===== config.mk =====
export PLATFORM = sky130hd
export DESIGN_NAME = amtb_front
export DESIGN_NICKNAME = d
export VERILOG_FILES = /design/src/design/amtb_pkg.sv /design/src/design/amtb_front.sv
export SDC_FILE = /design/constraint.sdc
export NUM_CORES = 1
export LEC_CHECK = 0
export BUFFER_PORTS_ARGS = -buffer_cell sky130_fd_sc_hd__buf_2
export CAP_MARGIN = 30
export CELL_PAD_IN_SITES_DETAIL_PLACEMENT = 0
export CELL_PAD_IN_SITES_GLOBAL_PLACEMENT = 2
export CORE_MARGIN = 2
export CORE_UTILIZATION = 40
export CTS_BUF_LIST = sky130_fd_sc_hd__clkbuf_16
export CTS_CLUSTER_SIZE = 16
export DETAILED_ROUTE_END_ITERATION = 16
export PLACE_DENSITY = 0.75
export SETUP_SLACK_MARGIN = 0.1
export SYNTH_ARGS = -nofsm -noshare
export SYNTH_HDL_FRONTEND = slang
export SYNTH_SLANG_ARGS = --single-unit

===== constraint.sdc =====
create_clock -name clock -period 3.5 [get_ports clock]
set_input_delay 0.7 -clock clock [delete_from_list [all_inputs] [get_ports clock]]
set_output_delay 0.7 -clock clock [all_outputs]
set_load 0.05 [all_outputs]

===== src/design/amtb_pkg.sv =====
// shared types and constants for the adaptive mean threshold binarizer
// no dependencies
`default_nettype none
package amtb_pkg;
   localparam int MAX_WIDTH_DEF  = 1024;
   localparam int MAX_HEIGHT_DEF = 1024;
   localparam int MAX_RADIUS_DEF = 15;
   localparam int MAX_RESULTS    = 16;
   localparam int RES_CNT_W      = $clog2(MAX_RESULTS + 1);
   localparam int PIXEL_W        = 10;
   localparam int COLOR_W        = 8;
   localparam int COORD_W        = 10;
   localparam int CSR_IDX_W      = 2;
   localparam int CSR_DATA_W     = 11;
   localparam int RADIUS_IN_W    = 4;
   localparam int QUEUE_DEPTH    = 4;
   localparam int QUEUE_PTR_W    = $clog2(QUEUE_DEPTH);
   localparam int QUEUE_CNT_W    = $clog2(QUEUE_DEPTH + 1);

   typedef enum logic [CSR_IDX_W-1:0] {
      CSR_RADIUS       = 2'd0,
      CSR_FRAME_WIDTH  = 2'd1,
      CSR_FRAME_HEIGHT = 2'd2
   } csr_index_type;

   typedef enum logic {
      MODE_PIXEL = 1'b0,
      MODE_DRAIN = 1'b1
   } mode_type;

   typedef struct packed {
      mode_type            mode;
      logic [PIXEL_W-1:0]  intensity;
   } queue_entry_type;

   typedef enum logic [3:0] {
      ST_IDLE,
      ST_CHECK,
      ST_READ,
      ST_ACC,
      ST_PIX_READ,
      ST_PIX_WAIT,
      ST_MUL,
      ST_CMP,
      ST_EMIT
   } back_state_type;
endpackage
`default_nettype wire


===== src/design/amtb_front.sv =====
// front end: accepts transactions, forms intensity, queues work for the back end
// depends on amtb_pkg
`default_nettype none
module amtb_front (
   input  wire logic                        clock,
   input  wire logic                        reset,
   input  wire logic                        req_valid,
   output logic                             req_stall,
   input  wire logic                        req_mode,
   input  wire logic [amtb_pkg::COLOR_W-1:0] req_blue,
   input  wire logic [amtb_pkg::COLOR_W-1:0] req_green,
   input  wire logic [amtb_pkg::COLOR_W-1:0] req_red,
   output logic                             q_valid,
   output amtb_pkg::queue_entry_type        q_entry,
   input  wire logic                        q_pop
);
   import amtb_pkg::*;

   queue_entry_type        entry_ff [QUEUE_DEPTH];
   logic [QUEUE_PTR_W-1:0] wr_ptr_ff, wr_ptr_in;
   logic [QUEUE_PTR_W-1:0] rd_ptr_ff, rd_ptr_in;
   logic [QUEUE_CNT_W-1:0] count_ff, count_in;
   logic                   push;
   queue_entry_type        push_entry;

   assign req_stall = (count_ff == QUEUE_CNT_W'(QUEUE_DEPTH));
   assign push      = req_valid && !req_stall;
   assign q_valid   = (count_ff != '0);
   assign q_entry   = entry_ff[rd_ptr_ff];

   always_comb begin
      push_entry.mode      = mode_type'(req_mode);
      push_entry.intensity = PIXEL_W'(req_blue) + PIXEL_W'(req_green) + PIXEL_W'(req_red);
      wr_ptr_in = push ? wr_ptr_ff + 1'b1 : wr_ptr_ff;
      rd_ptr_in = q_pop ? rd_ptr_ff + 1'b1 : rd_ptr_ff;
      count_in  = count_ff + QUEUE_CNT_W'(push) - QUEUE_CNT_W'(q_pop);
   end

   always_ff @(posedge clock) begin
      if (reset) begin
         wr_ptr_ff <= '0;
         rd_ptr_ff <= '0;
         count_ff  <= '0;
      end else begin
         wr_ptr_ff <= wr_ptr_in;
         rd_ptr_ff <= rd_ptr_in;
         count_ff  <= count_in;
      end
      if (push) begin
         entry_ff[wr_ptr_ff] <= push_entry;
      end
   end
endmodule
`default_nettype wire


# Yosys cells after proc, flatten, opt, wreduce, memory -nomap -nowiden
# Memory sizes are Yosys's and may differ from the RTL's. A register that Yosys moved wholly into a read port is not among the register bits.
# Cells that the tools add are included.
# totals
rom_bits	0
input_bits	29
ramBits	44
elab_cells	18
mem_count	1
output_inout_bits	13
latch_bits	0
register_bits	7
# classes
shifts	0
addsub	6
n_eq_ne	1
n_mul	0
div_mod_pow	0
n_reduce_logical	3
mux	4
order_cmp	0
bitwise	0
# memory_table
name	depth	width	rd	rd_ports_with_merged_regs	wr	line	text
entry_ff	4	11	1	1	1	amtb_front.sv:19	queue_entry_type entry_ff [QUEUE_DEPTH];
# op_table
operator	count
9-bit by 8-bit adder with 10-bit output	1
8-bit by 8-bit adder with 9-bit output	1
2-bit by 1-bit adder with 2-bit output, second input constant	2
2-bit 2-to-1 mux	2
3-bit by 1-bit adder with 3-bit output	1
3-bit == test, second input constant	1
3-bit nonzero test	1
3-bit by 1-bit subtractor with 3-bit output	1
1-bit 2-to-1 mux	2
1-bit logical AND	1
1-bit logical NOT	1

# Depth between registers and ports, before layout
# Gate-level depths: netlist of the first run.
# logic_depth
word_depth	5
ltp_mapped	13
depth_no_buf	12

# Least setup slack after synthesis of the first run
# No wires, ideal clock.
# synth_timing
path_kind	in2reg
from	in req_blue[1] (netlist bit)
to	mem entry_ff[0][7] (netlist bit) (data pin)
setup_time_ps	195
slack_ps	644
n_path_buf	0
t_arrival_ps	2662
cell_stages	6
required_time_ps	3305
cell_sequence	fa_1 > ha_1 > fa_1 > a21o_1 > a311o_1 > a221oi_2
# synth_lines
item	line	text
from (decl)	amtb_front.sv:10	input wire logic [amtb_pkg::COLOR_W-1:0] req_blue,
to (decl)	amtb_front.sv:19	

==> impl_metrics.ini, run 1 <==
[global_route]
antenna_found_initial = 0
grt_pass1_vias = 1430
grt_max_degree = 16
grt_pass1_wl_mm = 6.84
grt.total_usage_pct = 12.9
overflow = 0

[timing]
fin_crit_sh_pct = 81.1
hold_viol_final = 0
holdWs_ns = 0.525
slew_headroom_pct = 49.0
slew_viol_final = 0
setup_tns_ns = 0
worst_slack_ns = 0.660
clock.fmax_mhz = 352
skew_ns = 0.00167
grt_setup_unrepaired = false
setup_violations = 0
min_period_ns = 2.84
tightest_slew_ns = 0.764

[floorplan]
initial_core_util_pct = 42.0
core_mm2 = 0.00603
dieHeight_um = 83.6
ioPinCount = 42
fp.dieW_um = 83.6
die-area_mm2 = 0.00698
rows = 28

[drt]
ant_nets = 0
viasPerCell = 5.08
num_vias = 1427
detail_route.wl_per_cell_um = 14.8
drc = 0
drt_pass1_iterations = 6
drt_iter0_drc = 39
wirelength_mm = 4.16

[synth]
synthTopCellsByArea = edfxtp_1 (52%), mux4_2 (9.8%), fa_1 (7.9%)
yosysSeqAreaShare_pct = 59.3
ys.warnings.count = 0
syn_inst = 161
ys_ff_latch = 53
netlist_area_mm2 = 0.00253
syn_avg_cell_area_um2 = 15.7
synth_cell_types = 30
yosys.area.top_type = edfxtp_1
synth_top_area_share_pct = 52.2
syn_nets = 213

[cts]
cts.path.max_buffers = 2
ctsHoldBuffers = 0
post_cts_resized = 0
clkLatencyLatePin_ns = 0.28
cts_inserted_buffers = 5
clock-sinks = 53
htreeDepth = 2
cts_tree = yes
post-cts-setup-buffers = 0
path_clk_slew_ns = 0.06
root_buffer = clkbuf_16

[place]
place_area_mm2 = 0.00281
gp_congestion = 0.749
hpwl_mm = 3.06
port_buffers = 41
preCtsSetupSlack_ns = 0.396

[finish]
drive_above_1_share_pct = 29.1
fillCellCount = 541
finish.instance_area_mm2 = 0.00298
nets = 257
areaGrowthSynthToFinish_pct = 17.5
n_antenna_cell = 0

[hold_path]
hold_class = reg -> reg

[pwr]
peakVddDrop_mv = 0.314
p_leak_nw = 1.18
power_density_mw_per_mm2 = 672
finalPower_mw = 2.00

[critical_path]
worst-setup-path-type = in -> reg
critPathLaunchType = input port
crit_fanout = 4
arrival_ns = 2.91
cp-end-kind = register
required_ns = 3.57

[outcome]
status = finished clean

[flow_run]
maxCapViolations = 0
-- cell usage in the layout, fill, tap and decap left out, drive strengths merged --
master   n
a21oi    6
fa      10
buf     41
mux4    11
a311o    1
o2111a   1
o21a     1
nand2    1
a221oi   1
clkbuf   5
ha      13
o211ai   2
nor3     3
and3     5
o21ai    4
nor2b    1
or3      1
inv     18
xnor2    3
a311oi   1
a21o     3
a211oi   2
and2     1
clkinv   1
nor2     8
xor2     4
nand3    3
or3b     1
bufinv   1
dfxtp    9
edfxtp  44
-- layout make-up --
type / count / area [um2] / area share, %
flip-flops and latches: 53 / 1500 / 50.4
multi-input cells: 87 / 950 / 31.9
repair buffers: 41 / 205 / 6.89
clock buffers: 5 / 125 / 4.20
well taps: 75 / 93.8 / 3.15
inverters: 17 / 63.8 / 2.14
clock inverters: 3 / 37.5 / 1.26
-- final timing paths --
| path | endpoint | start | slack, ns | cells after the start |
|---|---|---|---|---|
| worst max register to register | count_ff[2] | count_ff[1] | 1.14 | 12 |
| worst max-delay path | entry_ff[3][7] | req_blue[1] | 0.66 | 7 |
| worst min register to register | count_ff[2] | count_ff[2] | 0.53 | 2 |
| worst min-delay path | count_ff[2] | count_ff[2] | 0.53 | 2 |
-- synth_stat cells --
cell / number
or3_1: 1
fa_1: 10
xor2_1: 4
o211ai_1: 2
buf_2: 2
a211oi_1: 2
and3_1: 5
a311oi_1: 1
a21oi_1: 6
edfxtp_1: 44
inv_2: 1
a311o_1: 1
clkbuf_1: 2
and2_1: 1
a21o_1: 3
xnor2_1: 3
o21a_1: 1
nor2_1: 8
o2111a_1: 1
ha_1: 13
inv_1: 16
nor2b_1: 1
dfxtp_1: 9
o21ai_0: 4
nor3_1: 3
mux4_2: 11
nand3_1: 3
or3b_1: 1
a221oi_2: 1
nand2_1: 1
-- power breakdown --
part           internal [mW]  switching (mW)  total [mW]
Clock                  0.332           0.197       0.529
Combinational          0.204           0.403       0.607
Sequential             0.821          0.0436       0.864
-- metal layers --
| metal | global-route usage, % | share of wire [%] | up-vias |
|---|---|---|---|
| met5 | 0 | 0 | - |
| met4 | 5.43 | 1.9 | 0 |
| met2 | 20.9 | 52 | 39 |
| met3 | 3.07 | 3.1 | 5 |
| met1 | 16.6 | 43 | 695 |
| li1 | - | - | 688 |
-- state kept, by name, indices dropped and copies added, names as in the netlist, named ones only --
name       count
rd_ptr_ff      2
entry_ff      44
count_ff       3
wr_ptr_ff      2
-- kinds of logic after synthesis --
| logic type | Yosys count | share of synthesized area, % |
|---|---|---|
| AOI/OAI and AO/OA | 22 | 6.13 |
| muxes | 11 | 9.78 |
| xor gates and xnor gates | 7 | 2.42 |
| and+or+nand+nor | 24 | 4.84 |
| buffers and inverters | 21 | 3.21 |
| adders and majority gates | 23 | 14.3 |
| DFF | 53 | 59.3 |
-- worst max-delay path, stage by stage --
cell,delay [ns]
buf_2,0.11
fa_1,0.47
ha_1,0.25
fa_1,0.40
a21o_1,0.22
a311o_1,0.36
a221oi_2,0.39
-- per-stage QoR --
step | utilization, % | instances
after CTS | 49.4 | 281
after detailed placement | 46.7 | 273
after global routing | 49.4 | 281
after global placement | 46.7 | 273
after floorplan | - | 161
final | 49.4 | 281
Power figures use the tool's default switching activity.
==> inputs of run 2 (changes only) <==
--- a/config.mk
+++ b/config.mk
@@ -10,11 +10,11 @@
 export CELL_PAD_IN_SITES_DETAIL_PLACEMENT = 0
 export CELL_PAD_IN_SITES_GLOBAL_PLACEMENT = 2
 export CORE_MARGIN = 2
-export CORE_UTILIZATION = 40
+export CORE_UTILIZATION = 36
 export CTS_BUF_LIST = sky130_fd_sc_hd__clkbuf_16
 export CTS_CLUSTER_SIZE = 16
 export DETAILED_ROUTE_END_ITERATION = 16
-export PLACE_DENSITY = 0.75
+export PLACE_DENSITY = 0.71
 export SETUP_SLACK_MARGIN = 0.1
 export SYNTH_ARGS = -nofsm -noshare
 export SYNTH_HDL_FRONTEND = slang
==> constraint.sdc (replaced) <==
create_clock -name clock -period 2.6 [get_ports clock]
set_input_delay 0.52 -clock clock [delete_from_list [all_inputs] [get_ports clock]]
set_output_delay 0.52 -clock clock [all_outputs]
set_load 0.05 [all_outputs]
==> run 2 against run 1 <==
Sequential cell count unchanged. Final cell count increased by 10%. Sequential share of layout area decreased by 1.4 points. Routed wire length increased by 1.7%. Clock power increased by 25%. Non-clock buffer count increased by 8. Worst hold slack got worse by 0.067 ns. Design area increased by 2.8%.
==> impl_metrics.ini, run 2 (synthesis gave the netlist of run 1 again) <==
[finish]
nets = 265
layout_common_cells = edfxtp_1 (44), buf_2 (41), inv_1 (16), ha_1 (12), mux4_2 (11)
finish.instance_area_mm2 = 0.00306
n_antenna_cell = 0
areaGrowthSynthToFinish_pct = 20.8
largest_register_ffs = 44
largest-register = entry_ff
reg.largest.list = entry_ff: 44 flops, count_ff: 3 flops
final_common_cell = edfxtp_1
drive_above_1_share_pct = 34.1
final_core_util_pct = 45.0
fillCellCount = 604

[floorplan]
fp.dieW_um = 87.9
ioPinCount = 42
die-area_mm2 = 0.00772
initial_core_util_pct = 37.3
core_mm2 = 0.00679
rows = 30
dieHeight_um = 87.9

[timing]
min_period_ns = 2.38
slew_viol_final = 0
grt_setup_unrepaired = false
fin_crit_sh_pct = 91.6
holdWs_ns = 0.458
hold_viol_final = 0
skew_ns = 0.00796
clock.fmax_mhz = 420
slew_headroom_pct = 59.3
tightest_slew_ns = 0.611
setup_violations = 0
worst_slack_ns = 0.218

[place]
port_buffers = 41
place_area_mm2 = 0.00291
preCtsSetupSlack_ns = -0.0847
hpwl_mm = 3.14
gp_congestion = 0.683

[cts]
path_clk_slew_ns = 0.07
clkLatencyLatePin_ns = 0.29
cts_tree = yes
cts.path.max_buffers = 2
clock-sinks = 53
cts_inserted_buffers = 5
root_buffer = clkbuf_16
htreeDepth = 2

[global_route]
overflow = 0
grt_pass1_wl_mm = 7.02
grt-busiest-layer = met2
use_met3_pct = 2.26
antenna_found_initial = 0
use_met1_pct = 15.6
grt_pass1_vias = 1456
grt.total_usage_pct = 12.1
grt_max_degree = 19
use_met2_pct = 19.8

[drt]
drt_iter0_drc = 49
drt_pass1_iterations = 4
ant_nets = 0
wirelength_mm = 4.23
detail_route.wl_per_cell_um = 13.6
viasPerCell = 4.66
drc = 0
num_vias = 1444

[outcome]
status = finished clean

[critical_path]
cp-end-kind = register
crit_fanout = 4
r2r-end = count_ff[2]
critPathLaunchType = input port
rrSetupSlack_ns = 0.28
rr_worst_depth = 12
required_ns = 2.69
worst-setup-path-type = in -> reg
arrival_ns = 2.47
r2r-start = count_ff[1]
crit_path_start = req_blue[1]
cp-endpoint = entry_ff[1][7]

[hold_path]
hold_class = in -> reg
hp-start = req_mode

[pwr]
p_clk_share_pct = 24.6
p_sw_mw = 0.902
p_sw_share_pct = 33.7
combPwrFrac_pct = 32.4
power_density_mw_per_mm2 = 876
p_leak_nw = 1.21
p_seq_share_pct = 43.0
peakVddDrop_mv = 0.283
p_int_mw = 1.78

[flow_run]
maxCapViolations = 0
[run 2: what timing repair did]
item	4_1_cts	5_1_grt
setup endpoints to repair	0	1
buffers inserted	0	0
resized for setup	0	1
hold buffers	0	0
[run 2: power groups by stage]
stage / Clock (mW) / Combinational [mW] / Sequential [mW]
after floorplan: 0 / 0.656 / 1.15
after global placement: 0 / 0.848 / 1.16
after detailed placement: 0 / 0.875 / 1.17
after CTS: 0.673 / 0.878 / 1.15
after global routing: 0.708 / 0.953 / 1.17
final: 0.659 / 0.867 / 1.15
[run 2: per-stage QoR]
step / TNS, ns / power (mW) / std cells
finish: 0 / 2.68 / 310
global route: 0 / 2.83 / 310
CTS: 0 / 2.70 / 310
detailed placement: -1.11 / 2.05 / 302
global placement: -0.169 / 2.01 / 302
floorplan: 0 / 1.81 / 161
[run 2: cell type report]
cell class | count | area, um2 | area share [%]
multi-input cells | 87 | 957 | 31.3
clock inverters | 3 | 26.3 | 0.859
clock buffers | 5 | 125 | 4.09
repair buffers | 49 | 265 | 8.67
flip-flops and latches | 53 | 1500 | 49.1
well taps | 96 | 120 | 3.93
inverters | 17 | 63.8 | 2.09
[run 2: worst min-delay path by stage]
stage / to / slack, ns / cells after the start
finish: entry_ff[1][10] / 0.46 / 1
global route: entry_ff[1][10] / 0.45 / 1
CTS: entry_ff[0][10] / 0.45 / 1
detailed placement: rd_ptr_ff[0] / 0.52 / 2
global placement: count_ff[2] / 0.49 / 2
floorplan: wr_ptr_ff[0] / 0.48 / 2
[run 2: critical path: stages]
cell and delay (ns):
buf_2 0.11, fa_1 0.47, ha_2 0.20, fa_2 0.37, a21o_1 0.18, a311o_1 0.27
a221oi_2 0.35
[run 2: routing by layer]
metal | vias to the layer above | routed length, um
li1 | 701 | -
met1 | 709 | 1810
met2 | 29 | 2170
met3 | 5 | 157
met4 | 0 | 85
met5 | - | 0
==> inputs of run 3 (changes only) <==
--- a/config.mk
+++ b/config.mk
@@ -10,11 +10,11 @@
 export CELL_PAD_IN_SITES_DETAIL_PLACEMENT = 0
 export CELL_PAD_IN_SITES_GLOBAL_PLACEMENT = 2
 export CORE_MARGIN = 2
-export CORE_UTILIZATION = 36
+export CORE_UTILIZATION = 40
 export CTS_BUF_LIST = sky130_fd_sc_hd__clkbuf_16
 export CTS_CLUSTER_SIZE = 16
 export DETAILED_ROUTE_END_ITERATION = 16
-export PLACE_DENSITY = 0.71
+export PLACE_DENSITY = 0.75
 export SETUP_SLACK_MARGIN = 0.1
 export SYNTH_ARGS = -nofsm -noshare
 export SYNTH_HDL_FRONTEND = slang
==> constraint.sdc (replaced) <==
create_clock -name clock -period 2.5 [get_ports clock]
set_input_delay 0.5 -clock clock [delete_from_list [all_inputs] [get_ports clock]]
set_output_delay 0.5 -clock clock [all_outputs]
set_load 0.05 [all_outputs]
==> run 3 against run 2 <==
Final cell count decreased by 5.8%. Sequential power increased by 5%. Clock skew decreased by 0.0045 ns. Setup slack got worse by 0.061 ns. Design area increased by 1.6%. Sequential cell count unchanged. Routed wire length increased by 6.9%. Largest cell class unchanged. Combinational power increased by 12%.
==> impl_metrics.ini, run 3 (synthesis gave the netlist of run 1 again) <==
[outcome]
status = finished clean

[cts]
cts_inserted_buffers = 5
clkLatencyLatePin_ns = 0.28
path_clk_slew_ns = 0.06
cts_tree = yes
root_buffer = clkbuf_16
cts.path.max_buffers = 2
htreeDepth = 2
ctsHoldBuffers = 0
clock-sinks = 53

[floorplan]
ioPinCount = 42
initial_core_util_pct = 42.0
fp.dieW_um = 83.6
rows = 28
die-area_mm2 = 0.00698
core_mm2 = 0.00603
dieHeight_um = 83.6

[critical_path]
required_ns = 2.59
worst-setup-path-type = in -> reg
critPathLaunchType = input port
cp-end-kind = register
crit_fanout = 4
arrival_ns = 2.43

[hold_path]
hold_class = in -> reg

[pwr]
peakVddDrop_mv = 0.496
p_sw_share_pct = 32.3
power_density_mw_per_mm2 = 942
p_int_mw = 1.98
p_leak_nw = 1.23
p_sw_mw = 0.948
p_seq_share_pct = 41.2
finalPower_mw = 2.93
p_clk_share_pct = 25.6
combPwrFrac_pct = 33.2

[timing]
fin_crit_sh_pct = 93.7
slew_viol_final = 0
slew_headroom_pct = 57.4
setup_tns_ns = 0
tightest_slew_ns = 0.639
setup_violations = 0
skew_ns = 0.00345
min_period_ns = 2.34
hold_viol_final = 0
holdWs_ns = 0.449
clock.fmax_mhz = 427
worst_slack_ns = 0.156
grt_setup_unrepaired = true

[global_route]
grt.total_usage_pct = 13.7
overflow = 0
grt_pass1_wl_mm = 7.40
grt_pass1_vias = 1598
antenna_found_initial = 0
grt_max_degree = 17

[place]
hpwl_mm = 3.33
port_buffers = 41
place_area_mm2 = 0.00290
dp.cells = 283
preCtsSetupSlack_ns = -0.170
gp_congestion = 0.752

[finish]
nets = 268
layout_common_cells = edfxtp_1 (44), buf_2 (40), inv_1 (16), ha_1 (12)
stdcell_count = 292
regArea_mm2 = 0.00150
areaGrowthSynthToFinish_pct = 22.8
n_antenna_cell = 0
final_common_cell = edfxtp_1
drive_above_1_share_pct = 36.9
largest_register_ffs = 44
largest-register = entry_ff
final_core_util_pct = 51.6
fillCellCount = 526
finish.instance_area_mm2 = 0.00311
reg.largest.list = entry_ff: 44 flops, count_ff: 3 flops
multiInputGateArea_um2 = 985

[drt]
ant_nets = 0
detail_route.wl_per_cell_um = 15.5
viasPerCell = 5.11
drt_iter0_drc = 37
drt_pass1_iterations = 4
num_vias = 1491
wirelength_mm = 4.52
drc = 0

[flow_run]
maxCapViolations = 0
## run 3: changes by cell type in the layout (fill, tap and decap cells not counted), sizes merged
cell / before / now
inv: 18 / 17
buf: 49 / 52
clkinvlp: 0 / 1
bufinv: 0 / 1
clkinv: 2 / 1
## run 3: area by class of cell
type / count / share of cell area, %
multi-input cells: 87 / 31.7
well taps: 75 / 3.02
inverters: 17 / 2.13
flip-flops and latches: 53 / 48.4
repair buffers: 52 / 9.46
clock inverters: 3 / 1.33
clock buffers: 5 / 4.02
## run 3: critical path: stages
cell and delay, ns:
buf_6 0.09, fa_1 0.47, ha_2 0.20, fa_2 0.36
a21o_1 0.18, a311o_1 0.30, a221oi_4 0.33
## run 3: final timing paths
path	slack (ns)	endpoint	depth (start not counted)	from
worst max-delay path	0.16	entry_ff[3][7]	7	req_blue[1]
worst min-delay path	0.45	entry_ff[3][10]	1	req_mode
worst max register to register	0.25	count_ff[2]	12	count_ff[1]
worst min register to register	0.51	count_ff[2]	2	count_ff[2]
## run 3: what timing repair did
action	CTS	global route
pin swaps	0	1
resized for setup	1	7
buffers inserted	0	1
endpoints found under the setup margin	1	9
cloned	0	0
## run 3: power groups by stage
stage          registers, mW  clock network [mW]  logic (mW)
2_1_floorplan           1.20                   0       0.686
3_3_place_gp            1.21                   0       0.903
3_5_place_dp            1.22                   0       0.937
4_1_cts                 1.20               0.766       0.948
5_1_grt                 1.22               0.797        1.06
6_report                1.21               0.750       0.973
## run 3: metal layers
layer / wire length, um / GRT usage (%) / vias to the layer above
li1: - / - / 709
met1: 1890 / 16.3 / 740
met2: 2420 / 24.2 / 38
met3: 153 / 3.17 / 4
met4: 56 / 5.28 / 0
met5: 0 / 0 / -
